File: src/rtl/kpe_pkg.sv
// shared types, widths and constants of the keyspace partition entry block
package kpe_pkg;

	// table limits
	localparam int MAX_STREAMS = 1024;
	localparam int MAX_ROWS    = 16;
	localparam int MAX_POOL    = 256;

	// register widths
	localparam int POOL_W   = 9;
	localparam int ROWCNT_W = 5;
	localparam int STRMCNT_W = 11;

	// field widths
	localparam int STREAM_W = 10;
	localparam int ROW_W    = 4;
	localparam int OFF_W    = 8;

	// datapath widths
	localparam int N_W   = 11;
	localparam int J_W   = 10;
	localparam int DD_W  = N_W + POOL_W;
	localparam int DS_W  = 11;
	localparam int CNT_W = $clog2(DD_W);

	// bus widths
	localparam int IN_DATA_W  = 16;
	localparam int OUT_DATA_W = 24;
	localparam int CFG_IDX_W  = 2;
	localparam int CFG_DATA_W = 11;

	// saturation limits at register width
	localparam logic [POOL_W-1:0]    POOL_MAX = POOL_W'(MAX_POOL);
	localparam logic [ROWCNT_W-1:0]  ROWS_MAX = ROWCNT_W'(MAX_ROWS);
	localparam logic [STRMCNT_W-1:0] STRM_MAX = STRMCNT_W'(MAX_STREAMS);

	// register indexes
	localparam logic [CFG_IDX_W-1:0] CFG_POOL_SIZE    = 2'd0;
	localparam logic [CFG_IDX_W-1:0] CFG_ROW_COUNT    = 2'd1;
	localparam logic [CFG_IDX_W-1:0] CFG_STREAM_COUNT = 2'd2;

	// datapath operations
	typedef enum logic [3:0] {
		OP_NONE,
		OP_LOAD,
		OP_SIMPLE,
		OP_LO,
		OP_HI,
		OP_NP,
		OP_BIG,
		OP_J,
		OP_NEXT,
		OP_OUT
	} op_t;

	// divider operand selection
	typedef enum logic [1:0] {
		DSEL_LO,
		DSEL_HI,
		DSEL_NP,
		DSEL_J
	} dsel_t;

	typedef struct packed {
		op_t   op;
		logic  div_start;
		dsel_t div_sel;
	} kpe_cmd_t;

	typedef struct packed {
		logic bad;
		logic n_le1;
		logic n_eq_p;
		logic n_lt_p;
		logic last_row;
		logic div_done;
		logic div_busy;
	} kpe_status_t;

endpackage

File: src/rtl/keyspace_partition_entry.sv
// top level: configuration registers, controller, datapath and checks
//
// Each query returns one entry of the keyspace partition table: the first
// and last pool offsets held by stream stream_index on character position
// row_index. The entry is worked out row by row from row zero with one
// shared divider that produces one quotient bit per cycle. A row that
// spreads a group over ranges or splits a group larger than the pool takes
// two divider runs; a row with a single stream or a group the size of the
// pool is handled without the divider. When the query lies outside the
// table, no row is worked out, both offsets are zero and in_range is low.
// The next query can be taken in the cycle after the result is loaded. One
// query is in work at a time; a finished result waits in the output
// register while the next query is taken.
// Registers are to be written only while the block is idle; the block
// itself does not enforce this. Index 0 is pool_size, 1 row_count,
// 2 stream_count; other indexes are ignored.
module keyspace_partition_entry
	import kpe_pkg::*;
(
	input  logic                  clk,
	input  logic                  arst_n,
	input  logic                  s_tvalid,
	output logic                  s_tready,
	input  logic [IN_DATA_W-1:0]  s_tdata,   // stream_index[9:0], row_index[13:10]
	output logic                  m_tvalid,
	input  logic                  m_tready,
	output logic [OUT_DATA_W-1:0] m_tdata,   // first_offset[7:0], last_offset[15:8], in_range[16]
	input  logic                  cfg_valid,
	output logic                  cfg_ready,
	input  logic [CFG_IDX_W-1:0]  cfg_index,
	input  logic [CFG_DATA_W-1:0] cfg_data
);

	logic [POOL_W-1:0]    pool_size_q;
	logic [ROWCNT_W-1:0]  row_count_q;
	logic [STRMCNT_W-1:0] stream_count_q;
	kpe_cmd_t             cmd;
	kpe_status_t          status;
	logic [OFF_W-1:0]     first_offset;
	logic [OFF_W-1:0]     last_offset;
	logic                 in_range;

	// configuration registers
	always_ff @(posedge clk or negedge arst_n) begin
		if (!arst_n) begin
			pool_size_q    <= POOL_W'(26);
			row_count_q    <= ROWCNT_W'(8);
			stream_count_q <= STRMCNT_W'(1);
		end else if (cfg_valid) begin
			unique case (cfg_index)
				CFG_POOL_SIZE:    pool_size_q    <= cfg_data[POOL_W-1:0];
				CFG_ROW_COUNT:    row_count_q    <= cfg_data[ROWCNT_W-1:0];
				CFG_STREAM_COUNT: stream_count_q <= cfg_data[STRMCNT_W-1:0];
				default: ;
			endcase
		end
	end

	assign cfg_ready = 1'b1;

	kpe_ctrl u_ctrl (
		.clk       (clk),
		.arst_n    (arst_n),
		.in_valid  (s_tvalid),
		.in_ready  (s_tready),
		.out_valid (m_tvalid),
		.out_ready (m_tready),
		.status    (status),
		.cmd       (cmd)
	);

	kpe_dp u_dp (
		.clk          (clk),
		.arst_n       (arst_n),
		.cmd          (cmd),
		.status       (status),
		.pool_size    (pool_size_q),
		.row_count    (row_count_q),
		.stream_count (stream_count_q),
		.stream_index (s_tdata[STREAM_W-1:0]),
		.row_index    (s_tdata[STREAM_W+ROW_W-1:STREAM_W]),
		.first_offset (first_offset),
		.last_offset  (last_offset),
		.in_range     (in_range)
	);

	// result packing
	assign m_tdata = {(OUT_DATA_W - 2 * OFF_W - 1)'(0), in_range, last_offset, first_offset};

	// a query outside the table gives zero offsets
	a_out_of_range_zero: assert property (@(posedge clk) disable iff (!arst_n)
		m_tvalid && !in_range |-> first_offset == '0 && last_offset == '0)
		else $error("out-of-range result with nonzero offsets");

	// a range never runs backward
	a_range_order: assert property (@(posedge clk) disable iff (!arst_n)
		m_tvalid && in_range |-> first_offset <= last_offset)
		else $error("first offset above last offset");

	// the divider is quiet whenever a new query can be taken
	a_idle_div: assert property (@(posedge clk) disable iff (!arst_n)
		s_tready |-> !status.div_busy && !status.div_done)
		else $error("divider active while idle");

	// one query in work at a time
	a_one_query: assert property (@(posedge clk) disable iff (!arst_n)
		s_tvalid && s_tready |=> !s_tready)
		else $error("input taken twice in a row");

endmodule

File: src/rtl/kpe_div.sv
// shared restoring divider, one quotient bit per cycle
module kpe_div
	import kpe_pkg::*;
(
	input  logic            clk,
	input  logic            arst_n,
	input  logic            start,
	input  logic [DD_W-1:0] dividend,
	input  logic [DS_W-1:0] divisor,
	output logic [DD_W-1:0] quot,
	output logic [DS_W-1:0] rem,
	output logic            busy,
	output logic            done
);

	logic [DD_W-1:0]  quo_q;
	logic [DS_W-1:0]  rem_q;
	logic [DS_W-1:0]  div_q;
	logic [CNT_W-1:0] cnt_q;
	logic             busy_q;
	logic             done_q;
	logic [DS_W:0]    trial;
	logic             fits;

	// trial subtraction of one step
	always_comb begin
		trial = {rem_q, quo_q[DD_W-1]};
		fits  = trial >= {1'b0, div_q};
	end

	// control of the iteration
	always_ff @(posedge clk or negedge arst_n) begin
		if (!arst_n) begin
			busy_q <= 1'b0;
			done_q <= 1'b0;
			cnt_q  <= '0;
		end else begin
			done_q <= 1'b0;
			if (start) begin
				busy_q <= 1'b1;
				cnt_q  <= CNT_W'(DD_W - 1);
			end else if (busy_q) begin
				if (cnt_q == '0) begin
					busy_q <= 1'b0;
					done_q <= 1'b1;
				end else begin
					cnt_q <= cnt_q - 1'b1;
				end
			end
		end
	end

	// partial remainder and quotient shift
	always_ff @(posedge clk) begin
		if (start) begin
			quo_q <= dividend;
			rem_q <= '0;
			div_q <= divisor;
		end else if (busy_q) begin
			quo_q <= {quo_q[DD_W-2:0], fits};
			rem_q <= fits ? DS_W'(trial - {1'b0, div_q}) : trial[DS_W-1:0];
		end
	end

	assign quot = quo_q;
	assign rem  = rem_q;
	assign busy = busy_q;
	assign done = done_q;

endmodule

File: src/rtl/kpe_dp.sv
// datapath: group size, position, offsets and result register
module kpe_dp
	import kpe_pkg::*;
(
	input  logic                  clk,
	input  logic                  arst_n,
	input  kpe_cmd_t              cmd,
	output kpe_status_t           status,
	input  logic [POOL_W-1:0]     pool_size,
	input  logic [ROWCNT_W-1:0]   row_count,
	input  logic [STRMCNT_W-1:0]  stream_count,
	input  logic [STREAM_W-1:0]   stream_index,
	input  logic [ROW_W-1:0]      row_index,
	output logic [OFF_W-1:0]      first_offset,
	output logic [OFF_W-1:0]      last_offset,
	output logic                  in_range
);

	logic [POOL_W-1:0]    p_eff;
	logic [ROWCNT_W-1:0]  rows_eff;
	logic [STRMCNT_W-1:0] strm_eff;
	logic                 bad;

	logic [POOL_W-1:0] p_q;
	logic [N_W-1:0]    n_q;
	logic [J_W-1:0]    j_q;
	logic [ROW_W-1:0]  rows_left_q;
	logic [OFF_W-1:0]  first_q;
	logic [OFF_W-1:0]  last_q;
	logic              valid_q;
	logic [N_W-1:0]    q_q;
	logic [POOL_W-1:0] rm_q;
	logic [N_W-1:0]    big_q;
	logic              lt_q;
	logic [OFF_W-1:0]  out_first_q;
	logic [OFF_W-1:0]  out_last_q;
	logic              out_valid_q;

	logic [N_W-1:0]  j_ext;
	logic [N_W-1:0]  j_inc;
	logic [N_W-1:0]  q_inc;
	logic [DD_W-1:0] prod;
	logic [DD_W-1:0] big_prod;
	logic            jb_lt;
	logic [DD_W-1:0] dividend;
	logic [DS_W-1:0] divisor;
	logic [DD_W-1:0] quot;
	logic [DS_W-1:0] rem;
	logic            div_done;
	logic            div_busy;
	logic [OFF_W-1:0] v;

	// clamp registers and check the query against the table
	always_comb begin
		if (pool_size == '0)
			p_eff = POOL_W'(1);
		else if (pool_size > POOL_MAX)
			p_eff = POOL_MAX;
		else
			p_eff = pool_size;
		rows_eff = (row_count > ROWS_MAX) ? ROWS_MAX : row_count;
		strm_eff = (stream_count > STRM_MAX) ? STRM_MAX : stream_count;
		bad = (STRMCNT_W'(stream_index) >= strm_eff) || (ROWCNT_W'(row_index) >= rows_eff);
	end

	// divider operands
	always_comb begin
		j_ext    = N_W'(j_q);
		j_inc    = j_ext + 1'b1;
		q_inc    = q_q + 1'b1;
		jb_lt    = j_ext < big_q;
		prod     = ((cmd.div_sel == DSEL_HI) ? DD_W'(j_inc) : DD_W'(j_ext)) * DD_W'(p_q);
		big_prod = DD_W'(rm_q) * DD_W'(q_inc);
		dividend = prod;
		divisor  = n_q;
		case (cmd.div_sel) inside
			DSEL_LO, DSEL_HI: begin
				dividend = prod;
				divisor  = n_q;
			end
			DSEL_NP: begin
				dividend = DD_W'(n_q);
				divisor  = DS_W'(p_q);
			end
			default: begin
				dividend = jb_lt ? DD_W'(j_ext) : DD_W'(j_ext - big_q);
				divisor  = jb_lt ? q_inc : q_q;
			end
		endcase
		v = lt_q ? quot[OFF_W-1:0] : OFF_W'(rm_q) + quot[OFF_W-1:0];
	end

	kpe_div u_div (
		.clk      (clk),
		.arst_n   (arst_n),
		.start    (cmd.div_start),
		.dividend (dividend),
		.divisor  (divisor),
		.quot     (quot),
		.rem      (rem),
		.busy     (div_busy),
		.done     (div_done)
	);

	// per-row state update
	always_ff @(posedge clk) begin
		if (cmd.div_start && cmd.div_sel == DSEL_J)
			lt_q <= jb_lt;
		case (cmd.op)
			OP_LOAD: begin
				p_q         <= p_eff;
				n_q         <= N_W'(strm_eff);
				j_q         <= stream_index;
				// a query outside the table walks no rows
				rows_left_q <= bad ? '0 : row_index;
				first_q     <= '0;
				last_q      <= bad ? '0 : OFF_W'(p_eff - 1'b1);
				valid_q     <= !bad;
			end
			OP_SIMPLE: begin
				if (n_q <= N_W'(1)) begin
					first_q <= '0;
					last_q  <= OFF_W'(p_q - 1'b1);
				end else begin
					first_q <= j_q[OFF_W-1:0];
					last_q  <= j_q[OFF_W-1:0];
				end
				n_q <= N_W'(1);
				j_q <= '0;
			end
			OP_LO: first_q <= quot[OFF_W-1:0];
			OP_HI: begin
				last_q <= quot[OFF_W-1:0] - 1'b1;
				n_q    <= N_W'(1);
				j_q    <= '0;
			end
			OP_NP: begin
				q_q  <= quot[N_W-1:0];
				rm_q <= rem[POOL_W-1:0];
			end
			OP_BIG: big_q <= big_prod[N_W-1:0];
			OP_J: begin
				first_q <= v;
				last_q  <= v;
				j_q     <= rem[J_W-1:0];
				n_q     <= lt_q ? q_inc : q_q;
			end
			OP_NEXT: rows_left_q <= rows_left_q - 1'b1;
			default: ;
		endcase
	end

	// result register
	always_ff @(posedge clk) begin
		if (cmd.op == OP_OUT) begin
			out_first_q <= first_q;
			out_last_q  <= last_q;
			out_valid_q <= valid_q;
		end
	end

	// status to the controller
	always_comb begin
		status.bad      = bad;
		status.n_le1    = n_q <= N_W'(1);
		status.n_eq_p   = n_q == N_W'(p_q);
		status.n_lt_p   = n_q < N_W'(p_q);
		status.last_row = rows_left_q == '0;
		status.div_done = div_done;
		status.div_busy = div_busy;
	end

	assign first_offset = out_first_q;
	assign last_offset  = out_last_q;
	assign in_range     = out_valid_q;

endmodule

File: src/rtl/kpe_ctrl.sv
// controller: sequences rows and divider runs, owns both handshakes
module kpe_ctrl
	import kpe_pkg::*;
(
	input  logic        clk,
	input  logic        arst_n,
	input  logic        in_valid,
	output logic        in_ready,
	output logic        out_valid,
	input  logic        out_ready,
	input  kpe_status_t status,
	output kpe_cmd_t    cmd
);

	typedef enum logic [8:0] {
		ST_IDLE    = 9'b000000001,
		ST_ROW     = 9'b000000010,
		ST_DIV_LO  = 9'b000000100,
		ST_DIV_HI  = 9'b000001000,
		ST_DIV_NP  = 9'b000010000,
		ST_MUL_BIG = 9'b000100000,
		ST_SPLIT   = 9'b001000000,
		ST_DIV_J   = 9'b010000000,
		ST_DONE    = 9'b100000000
	} state_t;

	state_t state_q;
	state_t state_d;
	logic   out_valid_q;
	logic   load_out;

	// next state and datapath commands
	always_comb begin
		state_d       = state_q;
		cmd.op        = OP_NONE;
		cmd.div_start = 1'b0;
		cmd.div_sel   = DSEL_LO;
		in_ready      = 1'b0;
		load_out      = 1'b0;
		unique case (state_q)
			ST_IDLE: begin
				in_ready = 1'b1;
				if (in_valid) begin
					cmd.op  = OP_LOAD;
					state_d = status.bad ? ST_DONE : ST_ROW;
				end
			end
			ST_ROW: begin
				if (status.n_le1 || status.n_eq_p) begin
					cmd.op  = OP_SIMPLE;
					state_d = ST_DONE;
				end else if (status.n_lt_p) begin
					cmd.div_start = 1'b1;
					cmd.div_sel   = DSEL_LO;
					state_d       = ST_DIV_LO;
				end else begin
					cmd.div_start = 1'b1;
					cmd.div_sel   = DSEL_NP;
					state_d       = ST_DIV_NP;
				end
			end
			ST_DIV_LO: begin
				if (status.div_done) begin
					cmd.op        = OP_LO;
					cmd.div_start = 1'b1;
					cmd.div_sel   = DSEL_HI;
					state_d       = ST_DIV_HI;
				end
			end
			ST_DIV_HI: begin
				if (status.div_done) begin
					cmd.op  = OP_HI;
					state_d = ST_DONE;
				end
			end
			ST_DIV_NP: begin
				if (status.div_done) begin
					cmd.op  = OP_NP;
					state_d = ST_MUL_BIG;
				end
			end
			ST_MUL_BIG: begin
				cmd.op  = OP_BIG;
				state_d = ST_SPLIT;
			end
			ST_SPLIT: begin
				cmd.div_start = 1'b1;
				cmd.div_sel   = DSEL_J;
				state_d       = ST_DIV_J;
			end
			ST_DIV_J: begin
				if (status.div_done) begin
					cmd.op  = OP_J;
					state_d = ST_DONE;
				end
			end
			ST_DONE: begin
				// a row is finished here; unless it was the asked one, the next row follows
				if (!status.last_row) begin
					cmd.op  = OP_NEXT;
					state_d = ST_ROW;
				end else if (!out_valid_q || out_ready) begin
					cmd.op   = OP_OUT;
					load_out = 1'b1;
					state_d  = ST_IDLE;
				end
			end
			default: state_d = ST_IDLE;
		endcase
	end

	// state register and output valid
	always_ff @(posedge clk or negedge arst_n) begin
		if (!arst_n) begin
			state_q     <= ST_IDLE;
			out_valid_q <= 1'b0;
		end else begin
			state_q <= state_d;
			if (load_out)
				out_valid_q <= 1'b1;
			else if (out_ready)
				out_valid_q <= 1'b0;
		end
	end

	assign out_valid = out_valid_q;

endmodule
File: config.mk
export PLATFORM = sky130hd
export DESIGN_NAME = keyspace_partition_entry
export DESIGN_NICKNAME = d
export VERILOG_FILES = /design/src/rtl/kpe_pkg.sv /design/src/rtl/keyspace_partition_entry.sv /design/src/rtl/kpe_div.sv /design/src/rtl/kpe_dp.sv /design/src/rtl/kpe_ctrl.sv
export SDC_FILE = /design/constraint.sdc
export NUM_CORES = 1
export LEC_CHECK = 0
export BUFFER_PORTS_ARGS = -buffer_cell sky130_fd_sc_hd__clkbuf_2
export CORE_ASPECT_RATIO = 1.1
export CORE_MARGIN = 2
export CORE_UTILIZATION = 44
export CTS_CLUSTER_DIAMETER = 50
export DETAILED_ROUTE_END_ITERATION = 16
export GPL_TIMING_DRIVEN = 0
export PLACE_DENSITY = 0.64
export SYNTH_ARGS = -nofsm -noshare
export SYNTH_HDL_FRONTEND = slang
export SYNTH_SLANG_ARGS = --single-unit
File: constraint.sdc
create_clock -name clk -period 6.06 [get_ports clk]
set_input_delay 0.303 -clock clk [delete_from_list [all_inputs] [get_ports clk]]
set_output_delay 0.303 -clock clk [all_outputs]
set_load 0.1 [all_outputs]
==> run_results.csv <==
group,metric,value,unit
outcome,status,"finished clean",
synth,synth_edf_count,131,
synth,ys_dominant_reg_cell,"edfxtp_1",
drt,drt_iter0_markers,884,
pwr,p_leak,7.69,nW
critical_path,path_class,"flip-flop to flip-flop",
die,dieArea,36500,sq um
drt,drc_errors,0,
layout,layout.nets,1963,
sta,setup_viol,0,
cts,cts.sinks,184,
cts,clk_pin_slew,0.09,ns
placed_design,place_congestion,0.962,
layout,syn_to_final_growth,15.3,%
drt,firstDrtPassIters,10,
synth,ys_seq_area_share,33.9,%
cts,cts_tree,"done",
run,maxCapViolCount,0,
critical_path,worstReg2RegStart,"u_ctrl.state_q[5]",
sta,finalSetupTns,0,ns
cts,postCtsHoldBufs,0,
die,die_width,182,um
hold_path,worstHoldPathType,"input port to async pin",
layout,antenna_cells,0,
drt,drtAntennaViolNets,0,
synth,postSynthCellCount,1606,
pwr,irDropWorstVdd,0.00105,V
sta,slew_headroom,19.3,%
global_routing,grt-ovfl-total,0,
sta,fin_crit,6.01,ns
global_routing,antenna_found_initial,0,
critical_path,cp_max_fo,4,
placed_design,dpl.hpwl,32.8,mm
drt,num_vias,12200,
die,rows,71,
synth,ys_types,80,
cts,cts_buffers,17,
synth,ys_warn_count,0,
die,die_h,200,um
sta,rsz0062_at_grt,"yes",
sta,period_share,99.1,%
sta,finalHoldViolations,0,
critical_path,cp-end-kind,"flip-flop",
sta,hold_slack,0.0326,ns
global_routing,grt_pass1_wl,66.8,mm
layout,register_area,5220,sq um
layout,multi_input_area,9810,sq um
sta,tightest_slew,1.21,ns
cts,clockBufferDepth,2,
die,ios,61,
drt,routed_wl,42.6,mm
layout,drive_gt1_share,16.4,%
sta,finalMaxSlewViolations,0,
sta,fmax,167,MHz
die,design.core.area,34300,sq um
drt,viasPerCell,5.63,
global_routing,first_global_vias,12200,
layout,fillCellCount,3140,
drt,wl_per_cell,19.7,um
global_routing,grt_max_degree,43,
cts,cts-root-buf,"clkbuf_16",
synth,syn_area_per_cell,9.58,sq um
sta,skew,0.0189,ns
critical_path,r2r_slack,0.05,ns
synth,syn_area,15400,sq um
synth,ys_ff_latch,184,
synth,synth_async_sr_flop_share,22.8,%
cts,worstSkewPairLatency,0.45,ns
die,initial_core_util,44.9,%
pwr,p_per_area,632,nW/um^2
cts,h-tree-depth,4,
placed_design,port_buffers,50,
critical_path,worstPathArrival,6.21,ns
critical_path,worstPathRequired,6.26,ns
critical_path,startpoint,"u_ctrl.state_q[5]",
global_routing,grt_use_total,23.6,%
critical_path,worstSetupStartpointType,"flip-flop",
[stage by stage]
stage | cells | total power [mW] | instance area (sq um) | utilization [%] | worst slack (ns)
after floorplan | 1612 | 6.33 | 15400 | - | -0.0147
after global placement | 2100 | 7.82 | 16200 | 47.3 | -0.936
after detailed placement | 2100 | 7.95 | 16200 | 47.3 | -1.08
after CTS | 2153 | 10.3 | 17300 | 50.5 | 0.0139
after global routing | 2163 | 12.0 | 17700 | 51.7 | -0.216
final | 2163 | 11.2 | 17700 | 51.7 | 0.0548
[path summary, 6_finish.rpt]
path                                       end  depth (start not counted)
max                        u_dp.u_div.quot[18]                         24
min                             row_count_q[2]                          1
max reg2reg                u_dp.u_div.quot[18]                         24
min reg2reg                u_dp.last_offset[7]                          0
max in group asynchronous    u_ctrl.state_q[4]                          1
min in group clk             u_ctrl.state_q[0]                          2
[registers in the layout, indices dropped and copies added, names as in the netlist, 4 cells and up]
name and flops:
u_dp.u_div.quot 20, pool_size_q 9, u_dp.rows_left_q 4, u_dp.last_offset 8
u_dp.p_q 9, u_dp.q_q 11, u_dp.u_div.cnt_q 5, u_dp.first_q 8
row_count_q 5, u_dp.u_div.rem 11, u_dp.first_offset 8, u_dp.last_q 8
u_ctrl.state_q 9, u_dp.big_q 11, u_dp.u_div.div_q 11, u_dp.rm_q 9
stream_count_q 11, u_dp.n_q 11, u_dp.j_q 10
[cell families (layout without fill, tap and decap cells)]
kind of cell	count (synthesis)	after routing	synth area share, %
flops	184	184	33.9
mux	40	40	2.81
other cells	2	8	0.0488
simple gates	529	529	16.6
fa+ha+maj	217	217	22.5
buf+inv	258	371	6.63
xor+xnor	111	111	6.51
compound gates	265	265	11.1
[final cells by class]
| class | count | share of cell area, % |
|---|---|---|
| inverters | 189 | 4.00 |
| well taps | 438 | 3.09 |
| plain buffers | 69 | 1.81 |
| clock buffers | 17 | 2.40 |
| clock inverters | 15 | 1.14 |
| repair buffers | 81 | 2.86 |
| multi-input cells | 1170 | 55.3 |
| flip-flops and latches | 184 | 29.4 |
[repair_timing]
action / in CTS / in global routing
endpoints found under the hold margin: 0 / 0
setup endpoints to repair: 12 / 13
pin swaps: 25 / 59
gates resized for setup: 65 / 76
setup buffers: 21 / 10
[critical path: stages (launching register included)]
cell	delay (ns)
dfrtp_2	0.43
nor4_4	0.32
nand3_2	0.13
nor2b_2	0.13
buf_6	0.12
and3_4	0.22
nand4_1	0.14
buf_6	0.20
xor2_4	0.19
buf_4	0.17
nor2_2	0.09
fa_1	0.45
fa_1	0.48
fa_1	0.54
inv_1	0.06
fa_1	0.53
inv_1	0.06
ha_4	0.30
o21ai_1	0.11
a21oi_2	0.20
o21ai_4	0.08
a21oi_2	0.17
a31oi_1	0.12
and4b_1	0.18
or3_1	0.33
[layer usage]
layer  vias up  wire [um]  global-route usage [%]
li1       5656          -                       -
met1      6025      17700                    30.8
met2       402      21000                    40.5
met3        84       2470                    3.22
met4         0       1380                    7.69
met5         -          0                       0
[power by group]
| group | switching (mW) | total, mW | internal, mW |
|---|---|---|---|
| Sequential | 0.376 | 2.17 | 1.79 |
| Clock | 0.617 | 1.20 | 0.580 |
| Combinational | 4.43 | 7.86 | 3.43 |
[cell usage in the layout (no fill, tap or decap), types with 9 or more instances in the layout]
master	Yosys	final
nor3_1	27	25
mux2_2	25	25
fa_1	99	94
a21o_1	25	25
nor2_1	133	118
nand2_1	184	182
dfrtp_1	36	33
clkbuf_16	0	17
nor4_1	13	12
or3_1	10	9
o211ai_1	10	10
o21a_1	12	12
nand3_1	23	19
o22ai_1	17	17
ha_1	118	108
nor2_2	2	11
nand2b_1	29	28
clkbuf_2	1	54
mux2i_1	15	14
o21ai_0	59	51
dfxtp_1	11	11
a31oi_1	10	9
and2_1	26	25
xnor2_1	69	61
inv_2	3	15
buf_2	10	10
clkbuf_1	47	43
buf_4	10	36
a22o_1	10	10
edfxtp_1	131	131
inv_1	182	170
xor2_1	39	32
nor2b_1	32	29
a21oi_1	66	62
[cells in the mapped netlist, types with 23 or more instances]
| cell | number | area, sq um |
|---|---|---|
| xor2_1 | 39 | 342 |
| o21ai_0 | 59 | 295 |
| ha_1 | 118 | 1480 |
| fa_1 | 99 | 1980 |
| nor3_1 | 27 | 135 |
| xnor2_1 | 69 | 604 |
| nand2b_1 | 29 | 181 |
| dfrtp_1 | 36 | 901 |
| clkbuf_1 | 47 | 176 |
| nor2b_1 | 32 | 200 |
| edfxtp_1 | 131 | 3930 |
| nand3_1 | 23 | 115 |
| nand2_1 | 184 | 691 |
| mux2_2 | 25 | 282 |
| a21oi_1 | 66 | 330 |
| inv_1 | 182 | 683 |
| and2_1 | 26 | 163 |
| a21o_1 | 25 | 188 |
| nor2_1 | 133 | 499 |
No activity file was read; power rests on OpenSTA's default activity.
